$ cat src/rtl/core/sawa_pkg.sv
`timescale 1ns / 1ps

package sawa_pkg;

    // defaults
    localparam int QUEUE_DEPTH = 2;
    localparam logic [7:0] DEST_ID_RST  = 8'd12;
    localparam logic [3:0] MAX_RETX_RST = 4'd3;

    // configuration register indexes
    localparam logic CFG_DEST_ID  = 1'b0;
    localparam logic CFG_MAX_RETX = 1'b1;

    // input commands
    localparam logic [2:0] CMD_DATA_RCVD  = 3'd0;
    localparam logic [2:0] CMD_ACK_RCVD   = 3'd1;
    localparam logic [2:0] CMD_TX_CONFIRM = 3'd2;
    localparam logic [2:0] CMD_TIMEOUT    = 3'd3;
    localparam logic [2:0] CMD_NEW_DATA   = 3'd4;

    // pending event flag positions
    localparam int NUM_EVENTS   = 6;
    localparam int EV_DATA_RCVD = 0;
    localparam int EV_DATA_SEND = 1;
    localparam int EV_DATA_TXD  = 2;
    localparam int EV_ACK_TXD   = 3;
    localparam int EV_ACK_RCVD  = 4;
    localparam int EV_TIMEOUT   = 5;

    typedef enum logic [1:0] {
        ST_IDLE = 2'd0,
        ST_TX   = 2'd1,
        ST_WAIT = 2'd2
    } t_fsm_state;

    typedef enum logic [2:0] {
        ACT_NONE      = 3'd0,
        ACT_SEND_DATA = 3'd1,
        ACT_SEND_ACK  = 3'd2,
        ACT_GIVE_UP   = 3'd3,
        ACT_ACK_OK    = 3'd4,
        ACT_DISCARD   = 3'd5
    } t_action;

    typedef enum logic {
        ENG_IDLE = 1'b0,
        ENG_RUN  = 1'b1
    } t_eng_state;

    typedef struct packed {
        logic [2:0] command;
        logic [7:0] src_id;
        logic [7:0] frame_seq;
    } t_item;

    typedef struct packed {
        logic [7:0] dest_id;
        logic [3:0] max_retx;
    } t_cfg;

    typedef struct packed {
        t_action    action;
        logic [7:0] tx_seq;
        logic [7:0] tx_dest;
        logic       start_timer;
        logic       stop_timer;
        t_fsm_state machine_state;
        logic       last;
    } t_result;

endpackage

$ cat src/rtl/core/sawa_front.sv
`timescale 1ns / 1ps

module sawa_front #(
    parameter int DEPTH = sawa_pkg::QUEUE_DEPTH
) (
    input  logic           i_clk,
    input  logic           i_rst_n,
    input  logic           i_valid,
    output logic           o_ready,
    input  sawa_pkg::t_item i_item,
    output logic           o_valid,
    input  logic           i_ready,
    output sawa_pkg::t_item o_item
);

    localparam int PTR_W = (DEPTH > 1) ? $clog2(DEPTH) : 1;
    localparam int CNT_W = $clog2(DEPTH + 1);
    localparam logic [CNT_W-1:0] FULL_CNT = CNT_W'(DEPTH);
    localparam logic [PTR_W-1:0] LAST_PTR = PTR_W'(DEPTH - 1);

    sawa_pkg::t_item r_mem [DEPTH];
    logic [PTR_W-1:0] r_wr_ptr, n_wr_ptr;
    logic [PTR_W-1:0] r_rd_ptr, n_rd_ptr;
    logic [CNT_W-1:0] r_count, n_count;
    logic known;
    logic push;
    logic pop;

    // classify: commands outside the known set change nothing and are dropped here
    always_comb begin
        unique case (i_item.command) inside
            sawa_pkg::CMD_DATA_RCVD, sawa_pkg::CMD_ACK_RCVD, sawa_pkg::CMD_TX_CONFIRM,
            sawa_pkg::CMD_TIMEOUT, sawa_pkg::CMD_NEW_DATA: known = 1'b1;
            default: known = 1'b0;
        endcase
    end

    assign o_ready = (r_count != FULL_CNT);
    assign o_valid = (r_count != '0);
    assign o_item  = r_mem[r_rd_ptr];
    assign push    = i_valid && o_ready && known;
    assign pop     = o_valid && i_ready;

    // queue pointers and fill count
    always_comb begin
        n_wr_ptr = r_wr_ptr;
        n_rd_ptr = r_rd_ptr;
        n_count  = r_count;
        if (push) begin
            n_wr_ptr = (r_wr_ptr == LAST_PTR) ? '0 : r_wr_ptr + 1'b1;
        end
        if (pop) begin
            n_rd_ptr = (r_rd_ptr == LAST_PTR) ? '0 : r_rd_ptr + 1'b1;
        end
        if (push && !pop) begin
            n_count = r_count + 1'b1;
        end else if (pop && !push) begin
            n_count = r_count - 1'b1;
        end
    end

    always_ff @(posedge i_clk) begin
        if (!i_rst_n) begin
            r_wr_ptr <= '0;
            r_rd_ptr <= '0;
            r_count  <= '0;
        end else begin
            r_wr_ptr <= n_wr_ptr;
            r_rd_ptr <= n_rd_ptr;
            r_count  <= n_count;
        end
    end

    // queue storage
    always_ff @(posedge i_clk) begin
        if (push) begin
            r_mem[r_wr_ptr] <= i_item;
        end
    end

endmodule

$ cat src/rtl/core/sawa_back.sv
`timescale 1ns / 1ps

module sawa_back (
    input  logic              i_clk,
    input  logic              i_rst_n,
    input  logic              i_valid,
    output logic              o_ready,
    input  sawa_pkg::t_item   i_item,
    input  sawa_pkg::t_cfg    i_cfg,
    output logic              o_valid,
    input  logic              i_ready,
    output sawa_pkg::t_result o_result
);

    localparam int NE = sawa_pkg::NUM_EVENTS;

    sawa_pkg::t_eng_state r_eng, n_eng;
    sawa_pkg::t_fsm_state r_fsm, n_fsm;
    logic [NE-1:0] r_flags, n_flags;
    logic [7:0]    r_next_seq, n_next_seq;
    logic [7:0]    r_out_seq, n_out_seq;
    logic [3:0]    r_retry, n_retry;
    logic          r_timer, n_timer;
    logic          r_last_ack, n_last_ack;
    logic [7:0]    r_peer_addr, n_peer_addr;
    logic [7:0]    r_peer_seq, n_peer_seq;
    logic          r_have_held, n_have_held;
    sawa_pkg::t_result r_held, n_held;
    logic          r_out_valid, n_out_valid;
    sawa_pkg::t_result r_out, n_out;

    // one protocol pass computed from the current state
    logic              p_take;
    sawa_pkg::t_fsm_state p_fsm;
    logic [NE-1:0]     p_flags;
    logic [7:0]        p_next_seq;
    logic [7:0]        p_out_seq;
    logic [3:0]        p_retry;
    logic              p_timer;
    logic              p_last_ack;
    sawa_pkg::t_result p_res;
    logic              out_free;

    // protocol pass: consume the highest priority flag for the current state
    always_comb begin
        p_take     = 1'b0;
        p_fsm      = r_fsm;
        p_flags    = r_flags;
        p_next_seq = r_next_seq;
        p_out_seq  = r_out_seq;
        p_retry    = r_retry;
        p_timer    = r_timer;
        p_last_ack = r_last_ack;
        p_res      = '0;
        p_res.action = sawa_pkg::ACT_NONE;
        unique case (r_fsm)
            sawa_pkg::ST_IDLE: begin
                if (r_flags[sawa_pkg::EV_DATA_RCVD]) begin
                    p_take = 1'b1;
                    p_flags[sawa_pkg::EV_DATA_RCVD] = 1'b0;
                    p_res.action = sawa_pkg::ACT_DISCARD;
                end else if (r_flags[sawa_pkg::EV_DATA_SEND]) begin
                    p_take = 1'b1;
                    p_flags[sawa_pkg::EV_DATA_SEND] = 1'b0;
                    p_out_seq  = r_next_seq;
                    p_next_seq = r_next_seq + 8'd1;
                    p_retry    = '0;
                    p_last_ack = 1'b0;
                    p_fsm      = sawa_pkg::ST_TX;
                    p_res.action  = sawa_pkg::ACT_SEND_DATA;
                    p_res.tx_seq  = r_next_seq;
                    p_res.tx_dest = i_cfg.dest_id;
                end else if (r_flags[sawa_pkg::EV_DATA_TXD]) begin
                    p_take = 1'b1;
                    p_flags[sawa_pkg::EV_DATA_TXD] = 1'b0;
                    p_res.action = sawa_pkg::ACT_DISCARD;
                end else if (r_flags[sawa_pkg::EV_ACK_TXD]) begin
                    p_take = 1'b1;
                    p_flags[sawa_pkg::EV_ACK_TXD] = 1'b0;
                    p_res.action = sawa_pkg::ACT_DISCARD;
                end else if (r_flags[sawa_pkg::EV_ACK_RCVD]) begin
                    p_take = 1'b1;
                    p_flags[sawa_pkg::EV_ACK_RCVD] = 1'b0;
                    p_res.action = sawa_pkg::ACT_DISCARD;
                end else if (r_flags[sawa_pkg::EV_TIMEOUT]) begin
                    p_take = 1'b1;
                    p_flags[sawa_pkg::EV_TIMEOUT] = 1'b0;
                    p_res.action = sawa_pkg::ACT_DISCARD;
                end
            end
            sawa_pkg::ST_TX: begin
                if (r_flags[sawa_pkg::EV_DATA_TXD]) begin
                    p_take = 1'b1;
                    p_flags[sawa_pkg::EV_DATA_TXD] = 1'b0;
                    p_timer = 1'b1;
                    p_fsm   = sawa_pkg::ST_WAIT;
                    p_res.start_timer = 1'b1;
                end else if (r_flags[sawa_pkg::EV_ACK_TXD]) begin
                    p_take = 1'b1;
                    p_flags[sawa_pkg::EV_ACK_TXD] = 1'b0;
                    // back to waiting only if a data frame is still in flight
                    p_fsm = (r_timer || r_flags[sawa_pkg::EV_TIMEOUT]) ?
                            sawa_pkg::ST_WAIT : sawa_pkg::ST_IDLE;
                end
            end
            sawa_pkg::ST_WAIT: begin
                if (r_flags[sawa_pkg::EV_ACK_RCVD]) begin
                    p_take = 1'b1;
                    p_flags[sawa_pkg::EV_ACK_RCVD] = 1'b0;
                    p_timer = 1'b0;
                    p_fsm   = sawa_pkg::ST_IDLE;
                    p_res.action     = sawa_pkg::ACT_ACK_OK;
                    p_res.stop_timer = 1'b1;
                end else if (r_flags[sawa_pkg::EV_TIMEOUT]) begin
                    p_take = 1'b1;
                    p_flags[sawa_pkg::EV_TIMEOUT] = 1'b0;
                    if (r_retry < i_cfg.max_retx) begin
                        p_retry    = r_retry + 4'd1;
                        p_last_ack = 1'b0;
                        p_fsm      = sawa_pkg::ST_TX;
                        p_res.action  = sawa_pkg::ACT_SEND_DATA;
                        p_res.tx_seq  = r_out_seq;
                        p_res.tx_dest = i_cfg.dest_id;
                    end else begin
                        p_fsm = sawa_pkg::ST_IDLE;
                        p_res.action = sawa_pkg::ACT_GIVE_UP;
                    end
                end else if (r_flags[sawa_pkg::EV_DATA_RCVD]) begin
                    p_take = 1'b1;
                    p_flags[sawa_pkg::EV_DATA_RCVD] = 1'b0;
                    p_last_ack = 1'b1;
                    p_fsm      = sawa_pkg::ST_TX;
                    p_res.action  = sawa_pkg::ACT_SEND_ACK;
                    p_res.tx_seq  = r_peer_seq;
                    p_res.tx_dest = r_peer_addr;
                end else if (r_flags[sawa_pkg::EV_DATA_TXD]) begin
                    p_take = 1'b1;
                    p_flags[sawa_pkg::EV_DATA_TXD] = 1'b0;
                    p_res.action = sawa_pkg::ACT_DISCARD;
                end else if (r_flags[sawa_pkg::EV_ACK_TXD]) begin
                    p_take = 1'b1;
                    p_flags[sawa_pkg::EV_ACK_TXD] = 1'b0;
                    p_res.action = sawa_pkg::ACT_DISCARD;
                end else if (r_flags[sawa_pkg::EV_DATA_SEND]) begin
                    p_take = 1'b1;
                    p_flags[sawa_pkg::EV_DATA_SEND] = 1'b0;
                    p_res.action = sawa_pkg::ACT_DISCARD;
                end
            end
            default: begin
                p_fsm = sawa_pkg::ST_IDLE;
            end
        endcase
        p_res.machine_state = p_fsm;
    end

    assign o_ready  = (r_eng == sawa_pkg::ENG_IDLE);
    assign out_free = !r_out_valid || i_ready;

    // engine: latch one event, then run passes; a result is held until the next pass shows whether it is last
    always_comb begin
        n_eng       = r_eng;
        n_fsm       = r_fsm;
        n_flags     = r_flags;
        n_next_seq  = r_next_seq;
        n_out_seq   = r_out_seq;
        n_retry     = r_retry;
        n_timer     = r_timer;
        n_last_ack  = r_last_ack;
        n_peer_addr = r_peer_addr;
        n_peer_seq  = r_peer_seq;
        n_have_held = r_have_held;
        n_held      = r_held;
        n_out_valid = r_out_valid && !i_ready;
        n_out       = r_out;
        unique case (r_eng)
            sawa_pkg::ENG_IDLE: begin
                if (i_valid) begin
                    n_eng       = sawa_pkg::ENG_RUN;
                    n_have_held = 1'b0;
                    unique case (i_item.command)
                        sawa_pkg::CMD_DATA_RCVD: begin
                            n_peer_addr = i_item.src_id;
                            n_peer_seq  = i_item.frame_seq;
                            n_flags[sawa_pkg::EV_DATA_RCVD] = 1'b1;
                        end
                        sawa_pkg::CMD_ACK_RCVD: begin
                            n_flags[sawa_pkg::EV_ACK_RCVD] = 1'b1;
                        end
                        sawa_pkg::CMD_TX_CONFIRM: begin
                            if (r_last_ack) begin
                                n_flags[sawa_pkg::EV_ACK_TXD] = 1'b1;
                            end else begin
                                n_flags[sawa_pkg::EV_DATA_TXD] = 1'b1;
                            end
                        end
                        sawa_pkg::CMD_TIMEOUT: begin
                            n_timer = 1'b0;
                            n_flags[sawa_pkg::EV_TIMEOUT] = 1'b1;
                        end
                        sawa_pkg::CMD_NEW_DATA: begin
                            n_flags[sawa_pkg::EV_DATA_SEND] = 1'b1;
                        end
                        default: begin
                        end
                    endcase
                end
            end
            sawa_pkg::ENG_RUN: begin
                if (!r_have_held || out_free) begin
                    if (r_have_held) begin
                        n_out_valid = 1'b1;
                        n_out       = r_held;
                        n_out.last  = !p_take;
                    end
                    if (p_take) begin
                        n_fsm       = p_fsm;
                        n_flags     = p_flags;
                        n_next_seq  = p_next_seq;
                        n_out_seq   = p_out_seq;
                        n_retry     = p_retry;
                        n_timer     = p_timer;
                        n_last_ack  = p_last_ack;
                        n_held      = p_res;
                        n_have_held = 1'b1;
                    end else begin
                        n_fsm       = p_fsm;
                        n_have_held = 1'b0;
                        n_eng       = sawa_pkg::ENG_IDLE;
                    end
                end
            end
            default: begin
                n_eng = sawa_pkg::ENG_IDLE;
            end
        endcase
    end

    // control and protocol state
    always_ff @(posedge i_clk) begin
        if (!i_rst_n) begin
            r_eng       <= sawa_pkg::ENG_IDLE;
            r_fsm       <= sawa_pkg::ST_IDLE;
            r_flags     <= '0;
            r_next_seq  <= '0;
            r_out_seq   <= '0;
            r_retry     <= '0;
            r_timer     <= 1'b0;
            r_last_ack  <= 1'b0;
            r_peer_addr <= '0;
            r_peer_seq  <= '0;
            r_have_held <= 1'b0;
            r_out_valid <= 1'b0;
        end else begin
            r_eng       <= n_eng;
            r_fsm       <= n_fsm;
            r_flags     <= n_flags;
            r_next_seq  <= n_next_seq;
            r_out_seq   <= n_out_seq;
            r_retry     <= n_retry;
            r_timer     <= n_timer;
            r_last_ack  <= n_last_ack;
            r_peer_addr <= n_peer_addr;
            r_peer_seq  <= n_peer_seq;
            r_have_held <= n_have_held;
            r_out_valid <= n_out_valid;
        end
    end

    // held and output payload
    always_ff @(posedge i_clk) begin
        r_held <= n_held;
        r_out  <= n_out;
    end

    assign o_valid  = r_out_valid;
    assign o_result = r_out;

endmodule

$ cat src/rtl/core/stop_and_wait_arq_fsm_core.sv
`timescale 1ns / 1ps

// Stop-and-wait ARQ control core.
// Input channel (i_valid / o_ready): one event per transaction, command with the
// sender address and sequence number of a received data frame. Unknown commands
// are accepted and have no effect.
// Output channel (o_valid / i_ready): zero to six result transactions per event,
// in order; o_last marks the final result of an event.
// Configuration: i_cfg_we writes i_cfg_data to register i_cfg_index
// (0 destination id, 1 retry limit) in the same cycle. The user must write only
// while the core is idle; the core itself does not enforce it. The first result of an
// event passes through the event queue, the engine's event latch, the held result
// and the output register. The engine latches the event, runs one protocol pass
// per result and then a pass that finds nothing left; this loop sets the throughput.
// A small event queue in front of the engine keeps taking events while it works.
// Reset (synchronous, active low) clears the protocol state, the queue and the
// output register and loads the register defaults.
// When the receiver stalls, the current result holds and the engine pauses after
// computing the next one; the event queue keeps accepting until it is full.
module stop_and_wait_arq_fsm_core #(
    parameter int QUEUE_DEPTH = sawa_pkg::QUEUE_DEPTH
) (
    input  logic       i_clk,
    input  logic       i_rst_n,
    input  logic       i_valid,
    output logic       o_ready,
    input  logic [2:0] i_command,
    input  logic [7:0] i_src_id,
    input  logic [7:0] i_frame_seq,
    output logic       o_valid,
    input  logic       i_ready,
    output logic [2:0] o_action,
    output logic [7:0] o_tx_seq,
    output logic [7:0] o_tx_dest,
    output logic       o_start_timer,
    output logic       o_stop_timer,
    output logic [1:0] o_machine_state,
    output logic       o_last,
    input  logic       i_cfg_we,
    input  logic       i_cfg_index,
    input  logic [7:0] i_cfg_data
);

    sawa_pkg::t_cfg    r_cfg, n_cfg;
    sawa_pkg::t_item   in_item;
    sawa_pkg::t_item   q_item;
    sawa_pkg::t_result result;
    logic              q_valid;
    logic              q_ready;

    // configuration registers
    always_comb begin
        n_cfg = r_cfg;
        if (i_cfg_we) begin
            unique case (i_cfg_index)
                sawa_pkg::CFG_DEST_ID:  n_cfg.dest_id  = i_cfg_data;
                sawa_pkg::CFG_MAX_RETX: n_cfg.max_retx = i_cfg_data[3:0];
                default: begin
                end
            endcase
        end
    end

    always_ff @(posedge i_clk) begin
        if (!i_rst_n) begin
            r_cfg.dest_id  <= sawa_pkg::DEST_ID_RST;
            r_cfg.max_retx <= sawa_pkg::MAX_RETX_RST;
        end else begin
            r_cfg <= n_cfg;
        end
    end

    assign in_item.command   = i_command;
    assign in_item.src_id    = i_src_id;
    assign in_item.frame_seq = i_frame_seq;

    // event queue
    sawa_front #(
        .DEPTH (QUEUE_DEPTH)
    ) u_front (
        .i_clk   (i_clk),
        .i_rst_n (i_rst_n),
        .i_valid (i_valid),
        .o_ready (o_ready),
        .i_item  (in_item),
        .o_valid (q_valid),
        .i_ready (q_ready),
        .o_item  (q_item)
    );

    // protocol engine and output register
    sawa_back u_back (
        .i_clk    (i_clk),
        .i_rst_n  (i_rst_n),
        .i_valid  (q_valid),
        .o_ready  (q_ready),
        .i_item   (q_item),
        .i_cfg    (r_cfg),
        .o_valid  (o_valid),
        .i_ready  (i_ready),
        .o_result (result)
    );

    assign o_action        = result.action;
    assign o_tx_seq        = result.tx_seq;
    assign o_tx_dest       = result.tx_dest;
    assign o_start_timer   = result.start_timer;
    assign o_stop_timer    = result.stop_timer;
    assign o_machine_state = result.machine_state;
    assign o_last          = result.last;

endmodule

$ cat config.mk
export PLATFORM = sky130hd
export DESIGN_NAME = stop_and_wait_arq_fsm_core
export DESIGN_NICKNAME = d
export VERILOG_FILES = /design/src/rtl/core/sawa_pkg.sv /design/src/rtl/core/sawa_front.sv /design/src/rtl/core/sawa_back.sv /design/src/rtl/core/stop_and_wait_arq_fsm_core.sv
export SDC_FILE = /design/constraint.sdc
export NUM_CORES = 1
export LEC_CHECK = 0
export ABC_CLOCK_PERIOD_IN_PS = 2100
export BUFFER_PORTS_ARGS = -buffer_cell sky130_fd_sc_hd__buf_2
export CORE_MARGIN = 4
export CORE_UTILIZATION = 50
export CTS_CLUSTER_SIZE = 8
export DETAILED_ROUTE_END_ITERATION = 8
export PLACE_DENSITY = 0.72
export RECOVER_POWER = 25
export SETUP_SLACK_MARGIN = 0.05
export SLEW_MARGIN = 5
export SYNTH_ARGS = -nofsm -noshare
export SYNTH_HDL_FRONTEND = slang
export SYNTH_SLANG_ARGS = --single-unit
$ cat constraint.sdc
create_clock -name i_clk -period 2.1 [get_ports i_clk]
set_clock_uncertainty 0.1 [all_clocks]
set_input_delay 0.21 -clock i_clk [delete_from_list [all_inputs] [get_ports i_clk]]
set_output_delay 0.21 -clock i_clk [all_outputs]
set_load 0.01 [all_outputs]
### Word level (Yosys, flattened, before mapping)

Memory sizes are Yosys's and may differ from the RTL's. A register that Yosys moved wholly into a read port is not among the register bits.
Cells that the tools add are included.

* add/sub/neg operators: 6
* magnitude comparators: 1
* equal/unequal tests: 42
* multiplexer cells: 111
* bitwise operators: 3
* reduce and logical (&&, ||, !) cells: 39

Operators by type and width (number)
* two-way mux 16 bit: 5
* two-way mux 1 bit: 54
* inequality test 3 bit (second input constant): 14
* two-way mux 3 bit: 13
* case mux 19 bit (2 select lines): 1
* AND reduction 9 bit: 4
* two-way mux 4 bit: 8
* two-way mux 2 bit: 13
* AND reduction 11 bit: 2
* inequality test 2 x 1 -> 1 bit (second input constant): 10
* two-way mux 19 bit: 1
* two-way mux 6 bit: 3
* AND reduction 7 bit: 2
* == test 3 x 2 -> 1 bit (second input constant): 4
* inequality test 2 bit (second input constant): 6
* case mux 2 bit (3 select lines): 2
* case mux 6 bit (2 select lines): 1
* AND reduction 12 bit: 1
* case mux 1 bit (2 select lines): 5
* AND reduction 3 bit: 3
* adder 8 x 1 -> 8 bit (second input constant): 1
* case mux 2 bit (2 select lines): 2
* case mux 4 bit (2 select lines): 1
* AND reduction 2 bit: 4
* other kinds (22): 42

* flip-flop bits (word level): 112
* RAM bits: 38
* bits of input ports: 33
* output and inout bits: 26
* logic and storage cells: 238
* memories kept: 1

Memories
* u_front.r_mem: words 2, width 19, read ports 1, clocked after Yosys merged registers in 1, write ports 1, RTL line sawa_front.sv:21 `sawa_pkg::t_item r_mem [DEPTH];`

### Longest topological paths before layout

* depth after elaboration: 10
* depth in mapped cells: 8
* mapped depth without buffers: 7

### Hierarchy

Synthesis repeated with hierarchy kept, for this count alone.

* cell total of the unflattened synthesis: 539
* area, all modules: 6239.7 µm²

Modules (own cells, without submodules)
* sawa_back: times used 1, cells each 402, area each 4155.2 µm², sequential area each 2392.3 µm²
* sawa_front: times used 1, cells each 84, area each 1605.3 µm², sequential area each 1241.2 µm²
* stop_and_wait_arq_fsm_core: times used 1, cells each 53, area each 479.2 µm², sequential area each 240.2 µm²

### Least setup slack after synthesis

Ideal clock, no wire load.

* kind: flip-flop to flip-flop
* start point: register u_back.r_eng
* end point: register u_back.r_out (netlist bit u_back.o_result[0]), enable pin
* setup time: 0.405 ns
* data arrival time: 1.767 ns
* data required time: 1.595 ns
* path slack: -0.171 ns
* cell stages (with the launch flop): 4
* buffers on the path: 1
* clock period less this slack: 2.271 ns
* path through: dfxtp_1 clkbuf_1 nand2_1 nor2_1

* word-level cells in the longest chain between the ends: 1

RTL lines
* start, declared: RTL line sawa_back.sv:17 `sawa_pkg::t_eng_state r_eng, n_eng;`
* start signal, assigned: RTL line sawa_back.sv:242 `r_eng <= sawa_pkg::ENG_IDLE;`
* start signal, assigned: RTL line sawa_back.sv:255 `r_eng <= n_eng;`
* AND reduction 3 bit (no line)
* end signal, assigned: RTL line sawa_back.sv:273 `r_out <= n_out;`
* end, declared: RTL line sawa_back.sv:30 `sawa_pkg::t_result r_out, n_out;`

Every way passes these cells.
A chain may end at the register's enable or synchronous reset.

### Final worst setup path

* start point: register u_back.r_fsm[1]
* end point: register u_back.r_next_seq[4]

* word-level cells in the longest chain between the ends: 3
* elaborated cells on any way between the ends: 5
* classes of those cells: 2 x eq/ne; 1 x mux; 2 x reduce/logical

RTL lines
* start, declared: RTL line sawa_back.sv:18 `sawa_pkg::t_fsm_state r_fsm, n_fsm;`
* start signal, assigned: RTL line sawa_back.sv:243 `r_fsm <= sawa_pkg::ST_IDLE;`
* start signal, assigned: RTL line sawa_back.sv:256 `r_fsm <= n_fsm;`
* == test 2 bit (tied with other cells): RTL line sawa_back.sv:56 `unique case (r_fsm)`
* case mux 1 bit (3 select lines): RTL line sawa_back.sv:56
* AND reduction 6 bit (no line) (*)
* end signal, assigned: RTL line sawa_back.sv:258 `r_next_seq <= n_next_seq;`
* end, declared: RTL line sawa_back.sv:20 `logic [7:0] r_next_seq, n_next_seq;`

Mark *: on every way between the ends. The rest lies on a longest branch, timed or not.

==> qor.csv <==
stage;metric;value;unit
final_layout;final_cell_mix;edfxtp_1 (85), dfxtp_1 (62), nand2_1 (48);
detailed_routing;route.detailed.drc;0;
run;drv_cap;0;
synth;ys.flop_type;edfxtp_1;
global_routing;grt_max_degree;52;
synth;synth_area;0.006152;mm^2
timing;fin_setup_tns;0;ps
timing;min_period;2039;ps
final_layout;final_common_cell;edfxtp_1;
timing;worst_pin_slew;602.8;ps
global_routing;grt_pass1_vias;4351;
final_layout;drive_gt1_share;22.94;%
global_routing;antenna_found_initial;0;
setup_path;cp.arrival;2280;ps
setup_path;crit_fanout;7;
floorplan;die_w;118.9;um
timing;slew_violations;0;
detailed_routing;vias;4444;
setup_path;worstPathRequired;2340;ps
power_and_ir_drop;pwr-share-comb;24.0;%
run_status;status;finished clean;
clock_tree;clock_latency;430;ps
synth;synth-edff-count;85;
clock_tree;clockBufferDepth;2;
power_and_ir_drop;seq_power_share;42.7;%
detailed_routing;routed_wl;13530;um
floorplan;std_cell_rows;40;
timing;rsz0062_at_grt;yes;
setup_path;crit_path_start_kind;flop;
power_and_ir_drop;p_leak;2.858;nW
synth;yosys.area.top_type;edfxtp_1;
timing;slew_headroom;59.66;%
synth;synthSimpleGateAreaFrac;12.47;%
synth;ys_warn_count;0;
synth;ys_async_sr_fraction;0;%
detailed_routing;antenna_left;0;
place;port_buffers;58;
timing;hold_violations;0;
setup_path;critPathKind;reg -> reg;
timing;max_freq;490.5;MHz
floorplan;ios;59;
global_routing;grt_overflow;0;
final_layout;area_growth;28.05;%
global_routing;grt_usage;19.73;%
detailed_routing;dr.pass1.iters;5;
synth;synth_compound_area_share;14.83;%
clock_tree;clk_pin_slew;60;ps
power_and_ir_drop;p_int;6.016;mW
synth;muxShareOfSynthArea;4.230;%
detailed_routing;drt_iter0_markers;350;
power_and_ir_drop;ir_drop;736.0;uV
floorplan;fp.dieArea;0.01414;mm^2
detailed_routing;routed_via_density;5.459;
synth;synth_seq_area_share;62.97;%
power_and_ir_drop;p_total;8.515;mW
synth;synth_xor_xnor_area_share;0.7118;%
timing;period_share;97.09;%
timing;finalSetupViolCount;0;
synth;synth_top_family_by_area;compound AO/OA/AOI/OAI gates;
global_routing;grt_pass1_wl;21770;um
synth;synthTopCellsByArea;edfxtp_1 (41%), dfxtp_1 (21%), mux2i_1 (4.2%), nor2_1 (3.2%), nand2_1 (2.9%);
synth;synth_fa_ha_area_share;2.034;%
power_and_ir_drop;p_sw_share;29.35;%
clock_tree;cts_buffers;17;
detailed_routing;wire_per_inst;16.62;um
synth;avgSynthCellArea;11.54;um^2
final_layout;nNetsFinal;697;
clock_tree;ctsRootBufferMaster;clkbuf_16;
min_path;hold_path.class;in -> reg;
synth;syn-num-nets;576;
place;gp_congestion;0.9174;
synth;yosys_register_bits;151;
clock_tree;htree_levels;4;
clock_tree;cts_tree;yes;
floorplan;start_util;51.22;%
clock_tree;clock-sinks;151;
power_and_ir_drop;power_density;1081;mW/mm^2
floorplan;die_h;118.9;um
power_and_ir_drop;p_sw;2.500;mW
power_and_ir_drop;power_frac_clock;33.3;%
synth;synth_top_area_share;41.49;%
place;dp_hpwl;8924;um
floorplan;core-area;0.01201;mm^2
setup_path;endpoint_kind;flop;
synth;synth_cells;533;
final_layout;diodes;0;
synth;synth_cell_type_count;58;
[per-layer routing]
layer | GRT usage (%) | up-vias | part of all wire (%)
met1 | 25.73 | 2066 | 45
met4 | 7.531 | 0 | 2.1
met5 | 0 | - | 0
li1 | - | 2212 | -
met3 | 6.030 | 25 | 6.1
met2 | 31.05 | 141 | 47
[registers in the layout, summed over array words and instances, names as in the netlist, 2 cells and up, named ones only]
signal,cells
u_back.r_peer_addr,8
u_back.r_peer_seq,8
u_back.r_next_seq,8
r_cfg,12
u_back.r_out_seq,8
u_front.r_mem,38
u_back.r_fsm,2
u_back.r_held,23
u_front.r_count,2
u_back.r_retry,4
u_back.r_flags,6
u_back.o_result,24
[through the flow]
| stage | hold WS [ps] | setup slack (ps) | instance area, um^2 | instances | utilization, % |
|---|---|---|---|---|---|
| floorplan | 208.9 | 26.08 | 6170 | 533 | - |
| global placement | 297.6 | -69.88 | 6814 | 744 | 56.73 |
| detailed placement | 301.4 | -69.05 | 6814 | 744 | 56.73 |
| CTS | 4.280 | 43.82 | 7702 | 807 | 64.13 |
| global route | 29.23 | -1.634 | 7878 | 814 | 65.58 |
| finish | 27.91 | 61.13 | 7878 | 814 | 65.58 |
[synth_stat cells (3+ instances only)]
| master | instances |
|---|---|
| nand3_1 | 15 |
| dfxtp_1 | 66 |
| edfxtp_1 | 85 |
| o311ai_0 | 3 |
| a22oi_1 | 8 |
| nor3_1 | 12 |
| a21oi_1 | 28 |
| a31oi_1 | 3 |
| o32ai_1 | 3 |
| o21bai_1 | 4 |
| buf_2 | 4 |
| nand2b_1 | 9 |
| nor2b_1 | 5 |
| a22o_1 | 9 |
| nand2_1 | 48 |
| inv_1 | 17 |
| and2_1 | 3 |
| or3_1 | 5 |
| o21ai_0 | 30 |
| mux2i_1 | 26 |
| a211oi_1 | 22 |
| nor2_1 | 52 |
| clkbuf_1 | 20 |
| ha_1 | 10 |
| xor2_1 | 4 |
[power groups by stage]
| stage | combinational (mW) | clock (mW) | sequential, mW |
|---|---|---|---|
| after floorplan | 1.24 | 0 | 3.64 |
| final | 2.05 | 2.84 | 3.63 |
| after CTS | 1.94 | 2.90 | 3.63 |
| after detailed placement | 1.85 | 0 | 3.69 |
| after global placement | 1.84 | 0 | 3.67 |
| after global routing | 2.25 | 3.06 | 3.66 |
[critical path, stage by stage, from the launching register on]
cell	delay, ps
dfxtp_4	370
inv_4	80
ha_4	150
nor2_4	40
a211oi_4	370
o211ai_4	160
buf_12	170
or3_1	330
a21oi_1	180
[what timing repair did]
| action | in CTS | in global routing |
|---|---|---|
| endpoints found under the setup margin | 36 | 50 |
| resized for setup | 9 | 34 |
| hold endpoints to repair | 50 | 0 |
| gates cloned | 0 | 1 |
| buffers inserted | 3 | 6 |
| pin swaps | 2 | 8 |
| hold buffers | 28 | 0 |
[cells by family after synthesis]
logic type,Yosys count
mux,26
fa+ha+maj,10
compound gates,134
simple gates,164
flops,151
buf+inv,43
xor+xnor,5
[worst paths after layout]
path,from,endpoint,slack (ps),depth (start not counted)
worst max-delay path,u_back.r_fsm[1],u_back.r_next_seq[4],60,8
worst min-delay path,i_cfg_index,r_cfg[2],30,3
worst min register to register,u_back.r_held[21],u_back.o_result[21],320,0
worst max register to register,u_back.r_fsm[1],u_back.r_next_seq[4],60,8
[area by class of cell]
type / instances / area [um^2]
clock buffer: 23 / 500.5
timing repair buffer: 127 / 919.6
fill: 902 / 4134
clock inverter: 9 / 62.56
tap: 147 / 183.9
sequential: 151 / 3881
inverter: 18 / 76.32
multi-input combinational: 339 / 2253
Power figures use the tool's default switching activity.
